**src/sv/tdd_pkg.sv**
```systemverilog
`timescale 1ns / 1ps

package tdd_pkg;

    // Coordinates are signed two's complement with four fractional bits.
    localparam int COORD_WIDTH = 16;
    localparam int TAG_WIDTH   = 32;

    // Minimum distance register and the width of the squared distance.
    localparam int DIST_WIDTH   = 12;
    localparam int SQ_WIDTH     = 2 * DIST_WIDTH + 1;
    localparam int MIN_SQ_WIDTH = 2 * DIST_WIDTH;

    localparam logic [DIST_WIDTH-1:0]   MIN_DIST_RESET = DIST_WIDTH'(32);
    localparam logic [MIN_SQ_WIDTH-1:0] MIN_SQ_RESET   = MIN_SQ_WIDTH'(32 * 32);

    // One input point.
    typedef struct packed {
        logic signed [COORD_WIDTH-1:0] screen_x;
        logic signed [COORD_WIDTH-1:0] screen_y;
        logic        [TAG_WIDTH-1:0]   point_tag;
        logic                          first_point;
        logic                          last_point;
    } point_t;

    // One kept point.
    typedef struct packed {
        logic        [TAG_WIDTH-1:0]   kept_tag;
        logic signed [COORD_WIDTH-1:0] kept_x;
        logic signed [COORD_WIDTH-1:0] kept_y;
        logic                          forced_keep;
    } kept_t;

    // Handshake between the decision stage and the output register.
    typedef struct packed {
        logic load;
        logic free;
    } out_ctrl_t;

endpackage

```
**src/sv/tdd_dist_check.sv**
```systemverilog
`timescale 1ns / 1ps

module tdd_dist_check import tdd_pkg::*; (
    input  logic signed [COORD_WIDTH-1:0]  point_x,
    input  logic signed [COORD_WIDTH-1:0]  point_y,
    input  logic signed [COORD_WIDTH-1:0]  anchor_x,
    input  logic signed [COORD_WIDTH-1:0]  anchor_y,
    input  logic        [MIN_SQ_WIDTH-1:0] min_sq,
    output logic                           far
);

    logic signed [COORD_WIDTH:0] dx;
    logic signed [COORD_WIDTH:0] dy;
    logic        [COORD_WIDTH:0] abs_dx;
    logic        [COORD_WIDTH:0] abs_dy;
    logic                        big;
    logic        [SQ_WIDTH-1:0]  sq;

    // Offsets from the anchor, one bit wider so they cannot overflow.
    always_comb
    begin
        dx = {point_x[COORD_WIDTH-1], point_x} - {anchor_x[COORD_WIDTH-1], anchor_x};
        dy = {point_y[COORD_WIDTH-1], point_y} - {anchor_y[COORD_WIDTH-1], anchor_y};
        abs_dx = dx[COORD_WIDTH] ? unsigned'(-dx) : unsigned'(dx);
        abs_dy = dy[COORD_WIDTH] ? unsigned'(-dy) : unsigned'(dy);
    end

    // An offset beyond the register range is always far enough, so only the
    // low bits of each offset are squared.
    always_comb
    begin
        big = (|abs_dx[COORD_WIDTH:DIST_WIDTH]) || (|abs_dy[COORD_WIDTH:DIST_WIDTH]);
        sq  = SQ_WIDTH'(abs_dx[DIST_WIDTH-1:0] * abs_dx[DIST_WIDTH-1:0])
            + SQ_WIDTH'(abs_dy[DIST_WIDTH-1:0] * abs_dy[DIST_WIDTH-1:0]);
        far = big || (sq >= SQ_WIDTH'(min_sq));
    end

endmodule

```
**src/sv/tdd_out_reg.sv**
```systemverilog
`timescale 1ns / 1ps

module tdd_out_reg import tdd_pkg::*; (
    input  logic      clk,
    input  logic      rst_n,
    input  logic      load,
    input  kept_t     load_data,
    output out_ctrl_t ctrl,
    output logic      kept_valid,
    input  logic      kept_stall,
    output kept_t     kept
);

    logic  valid_reg;
    logic  valid_next;
    logic  free;
    kept_t data_reg;

    // The register can take a new beat when empty or when it is being drained.
    always_comb
    begin
        free       = !valid_reg || !kept_stall;
        valid_next = free ? load : valid_reg;
        ctrl.load  = load;
        ctrl.free  = free;
    end

    always_ff @(posedge clk or negedge rst_n)
    begin
        if (!rst_n)
        begin
            valid_reg <= 1'b0;
        end
        else
        begin
            valid_reg <= valid_next;
        end
    end

    // Payload holds while stalled.
    always_ff @(posedge clk)
    begin
        if (free && load)
        begin
            data_reg <= load_data;
        end
    end

    assign kept_valid = valid_reg;
    assign kept       = data_reg;

endmodule

```
**src/sv/track_distance_decimator.sv**
```systemverilog
`timescale 1ns / 1ps

// Channel     Direction  Handshake                 Payload
// point       in         point_valid / point_stall point_t
// kept        out        kept_valid / kept_stall   kept_t
// min_dist    in         min_distance_we           12 bit minimum spacing
//
// One point can be accepted in every cycle while point_stall is low. A kept
// point passes through the input register and then the output register. The
// distance test runs combinationally from the input register to the anchor
// register, so the next point sees the updated anchor. Reset clears the
// anchor to zero and sets the minimum distance to 32. Only a point to be kept
// waits in the input register behind a full, stalled output.

module track_distance_decimator import tdd_pkg::*; (
    input  logic                  clk,
    input  logic                  rst_n,
    input  logic                  point_valid,
    output logic                  point_stall,
    input  point_t                point,
    output logic                  kept_valid,
    input  logic                  kept_stall,
    output kept_t                 kept,
    input  logic                  min_distance_we,
    input  logic [DIST_WIDTH-1:0] min_distance_wdata
);

    logic                          s1_valid_reg;
    logic                          s1_valid_next;
    point_t                        s1_point_reg;
    logic signed [COORD_WIDTH-1:0] anchor_x_reg;
    logic signed [COORD_WIDTH-1:0] anchor_y_reg;
    logic        [MIN_SQ_WIDTH-1:0] min_sq_reg;
    logic                          far;
    logic                          forced;
    logic                          emit;
    logic                          accept;
    logic                          advance;
    kept_t                         kept_data;
    out_ctrl_t                     out_ctrl;

    // The squared threshold is kept instead of the register value itself.
    always_ff @(posedge clk or negedge rst_n)
    begin
        if (!rst_n)
        begin
            min_sq_reg <= MIN_SQ_RESET;
        end
        else if (min_distance_we)
        begin
            min_sq_reg <= MIN_SQ_WIDTH'(min_distance_wdata * min_distance_wdata);
        end
    end

    tdd_dist_check u_dist (
        .point_x  (s1_point_reg.screen_x),
        .point_y  (s1_point_reg.screen_y),
        .anchor_x (anchor_x_reg),
        .anchor_y (anchor_y_reg),
        .min_sq   (min_sq_reg),
        .far      (far)
    );

    // Keep decision and input handshake.
    always_comb
    begin
        forced        = s1_point_reg.first_point || s1_point_reg.last_point;
        emit          = s1_valid_reg && (forced || far);
        point_stall   = emit && !out_ctrl.free;
        advance       = !point_stall;
        accept        = point_valid && !point_stall;
        s1_valid_next = advance ? point_valid : s1_valid_reg;

        kept_data.kept_tag    = s1_point_reg.point_tag;
        kept_data.kept_x      = s1_point_reg.screen_x;
        kept_data.kept_y      = s1_point_reg.screen_y;
        kept_data.forced_keep = forced;
    end

    // Input register.
    always_ff @(posedge clk or negedge rst_n)
    begin
        if (!rst_n)
        begin
            s1_valid_reg <= 1'b0;
        end
        else
        begin
            s1_valid_reg <= s1_valid_next;
        end
    end

    always_ff @(posedge clk)
    begin
        if (accept)
        begin
            s1_point_reg <= point;
        end
    end

    // Every kept point becomes the new anchor.
    always_ff @(posedge clk or negedge rst_n)
    begin
        if (!rst_n)
        begin
            anchor_x_reg <= '0;
            anchor_y_reg <= '0;
        end
        else if (out_ctrl.load && out_ctrl.free)
        begin
            anchor_x_reg <= s1_point_reg.screen_x;
            anchor_y_reg <= s1_point_reg.screen_y;
        end
    end

    tdd_out_reg u_out (
        .clk        (clk),
        .rst_n      (rst_n),
        .load       (emit),
        .load_data  (kept_data),
        .ctrl       (out_ctrl),
        .kept_valid (kept_valid),
        .kept_stall (kept_stall),
        .kept       (kept)
    );

endmodule

```
**config.mk**
```make
export PLATFORM = sky130hd
export DESIGN_NAME = track_distance_decimator
export DESIGN_NICKNAME = d
export VERILOG_FILES = /design/src/sv/tdd_pkg.sv /design/src/sv/tdd_dist_check.sv /design/src/sv/tdd_out_reg.sv /design/src/sv/track_distance_decimator.sv
export SDC_FILE = /design/constraint.sdc
export NUM_CORES = 1
export LEC_CHECK = 0
export BUFFER_PORTS_ARGS = -buffer_cell sky130_fd_sc_hd__buf_4
export CAP_MARGIN = 10
export CORE_MARGIN = 2
export CORE_UTILIZATION = 64
export CTS_BUF_LIST = sky130_fd_sc_hd__clkbuf_4
export DETAILED_ROUTE_END_ITERATION = 16
export HOLD_SLACK_MARGIN = 0.06
export PLACE_DENSITY_LB_ADDON = 0.25
export SLEW_MARGIN = 40
export SYNTH_ARGS = -nofsm -noshare
export SYNTH_HDL_FRONTEND = slang
export SYNTH_SLANG_ARGS = --single-unit
```
**constraint.sdc**
```tcl
create_clock -name clk -period 15.9 [get_ports clk]
set_clock_uncertainty 0.2 [all_clocks]
set_input_delay 3.18 -clock clk [delete_from_list [all_inputs] [get_ports clk]]
set_output_delay 3.18 -clock clk [all_outputs]
set_load 0.01 [all_outputs]
```
==> flow_metrics.tcl <==
set metrics [dict create \
    die_h_um 186 \
    crit_top_cell "fa_1" \
    cts.sinks 188 \
    gp_congestion 0.934 \
    synth_seq_area_share_pct 25.4 \
    grt_pass1_wl_um 70100 \
    final_area_um2 23200 \
    worst_slew_pin_slew_ns 0.789 \
    grt_max_degree 58 \
    dieArea_um2 34500 \
    path_clk_slew_ns 0.17 \
    vias 14600 \
    yosysUniqueCellTypes 81 \
    critical_path_class "register to primary output" \
    area_growth_pct 9.77 \
    ys.flop_type "edfxtp_1" \
    hold_ws_ns 0.235 \
    layout-drive-gt1-share_pct 12.4 \
    timing.fmax_mhz 65.8 \
    outcome "finished, final reports clean" \
    ys_async_sr_fraction_pct 30.3 \
    vias_per_cell 5.48 \
    drt_iter0_drc 826 \
    crit_path_max_incr_delay_ns 0.54 \
    synth_nets 2639 \
    clk_latency_ns 0.62 \
    reg2reg_from "kept_data[1]" \
    setup_tns_ns 0 \
    io_buffers 149 \
    rows 66 \
    yosysWarnings 0 \
    crit_start "kept_data[1]" \
    period_share_pct 95.6 \
    grt_use_total_pct 25.7 \
    grt-ovfl-total 0 \
    layout_common_cells "inv_1 (478), fa_1 (282), ha_1 (217)" \
    initial_utilization_pct 64.9 \
    die_w_um 186 \
    syn_inst 2057 \
    crit_slowest_cell "fa_1" \
    wirelength_um 41300 \
    synth_area_um2 21100 \
    cap_violations 0 \
    ant_nets 0 \
    hold_violations 0 \
    cts_hold_buf 0 \
    synth_seq_cells 188 \
    fin_nets 2789 \
    hold_class "register to register" \
    synth_edf_count 131 \
    min_from "kept_data[47]" \
    wire_per_inst_um 15.5 \
    placed_cell_area_um2 22800 \
    slew_headroom_pct 47.4 \
    maxSlewViolCount 0 \
    crit_path_start_kind "register" \
    num_io_pins 150 \
    setup_violations 0 \
    core_area_um2 32500 \
    required_ns 12.52 \
    worstSetupEndpointType "primary output" \
    min_period_ns 15.20 \
    cp.arrival_ns 11.82 \
    cts_tree "yes" \
    grt_pass1_vias 15300 \
    largest_reg_flops 65 \
    dr.pass1.iters 5 \
    htree_num_levels 4 \
    crit_path_max_fanout 9 \
    cts-root-buf "clkbuf_4" \
    dp_hpwl_um 33800 \
    synth_area_per_cell_um2 10.3 \
    cts_buffer_depth 2 \
    mostFrequentLayoutCell "inv_1" \
    drc 0 \
    antenna_found_initial 1 \
    cts_made_buffers 17 \
]
cell usage after synthesis, types with 28 or more instances:
| library cell | instances | share of area [%] |
|---|---|---|
| clkbuf_1 | 35 | 0.62 |
| o21ai_0 | 53 | 1.3 |
| dfrtp_1 | 56 | 6.6 |
| fa_1 | 282 | 27 |
| edfxtp_1 | 131 | 19 |
| a21o_1 | 30 | 1.1 |
| xnor2_1 | 58 | 2.4 |
| and2_1 | 51 | 1.5 |
| inv_1 | 479 | 8.5 |
| nor2_1 | 152 | 2.7 |
| ha_1 | 217 | 13 |
| xor2_1 | 31 | 1.3 |
| mux2_4 | 28 | 2.0 |
| nand2_1 | 103 | 1.8 |
| a21oi_1 | 64 | 1.5 |
cell families (layout without fill, tap and decap cells):
logic type | after synthesis | after routing | synth area share (%)
adder cells (fa/ha/maj) | 499 | 499 | 39.6
other | 0 | 1 | 0
flip-flops | 188 | 188 | 25.4
XOR/XNOR | 89 | 89 | 3.69
buffers and inverters | 524 | 687 | 9.44
multiplexers | 45 | 45 | 2.83
AO/OA/AOI/OAI | 247 | 247 | 7.99
AND/OR/NAND/NOR | 465 | 465 | 11.1
cell type report:
type / instances / area [um2]
multi-input combinational: 1345 / 13800
fill: 2449 / 9350
sequential: 188 / 5360
inverter: 481 / 1810
timing repair buffer: 174 / 1330
tap: 442 / 553
clock inverter: 15 / 178
clock buffer: 17 / 128
antenna: 1 / 2.50
path summary, 6_finish.rpt:
| check | end | slack [ns] | cells past startpoint |
|---|---|---|---|
| worst min-delay path | u_out.kept[47] | 0.23 | 0 |
| min in group asynchronous | anchor_y_reg[0] | 2.31 | 1 |
| worst max register to register | kept_data[58] | 3.24 | 46 |
| worst min register to register | u_out.kept[47] | 0.23 | 0 |
| worst max-delay path | point_stall | 0.70 | 44 |
| max in group asynchronous | u_out.kept_valid | 12.76 | 1 |
layer usage:
layer,track usage (%),up-vias,wire length [um]
li1,-,6862,-
met1,32.4,7265,17400
met3,5.46,68,2290
met4,8.31,0,929
met2,44.3,390,20700
met5,0,-,0
metrics by stage:
stage          setup WS, ns  utilization (%)  instances
6_report              0.696             71.3       2663
5_1_grt             -0.0211             71.3       2663
4_1_cts               0.401             71.1       2660
3_5_place_dp           1.16             70.1       2628
3_3_place_gp           1.45             70.0       2627
2_1_floorplan          1.92                -       2057
repair_timing:
item / in CTS / in global routing
setup endpoints to repair: 0 / 1
setup buffers: 0 / 2
resized for setup: 0 / 7
worst max-delay path: cells and delay by family (launching register included):
| family | cells | cell delay [ns] |
|---|---|---|
| flip-flops | 1 | 0.40 |
| buffers and inverters | 8 | 1.10 |
| adder cells (fa/ha/maj) | 11 | 4.39 |
| XOR/XNOR | 2 | 0.54 |
| AND/OR/NAND/NOR | 4 | 1.02 |
| AO/OA/AOI/OAI | 19 | 3.74 |
Power is left out: the tool's default activity adds up to more than one toggle a clock period on the data nets, which glitch-free logic cannot reach.
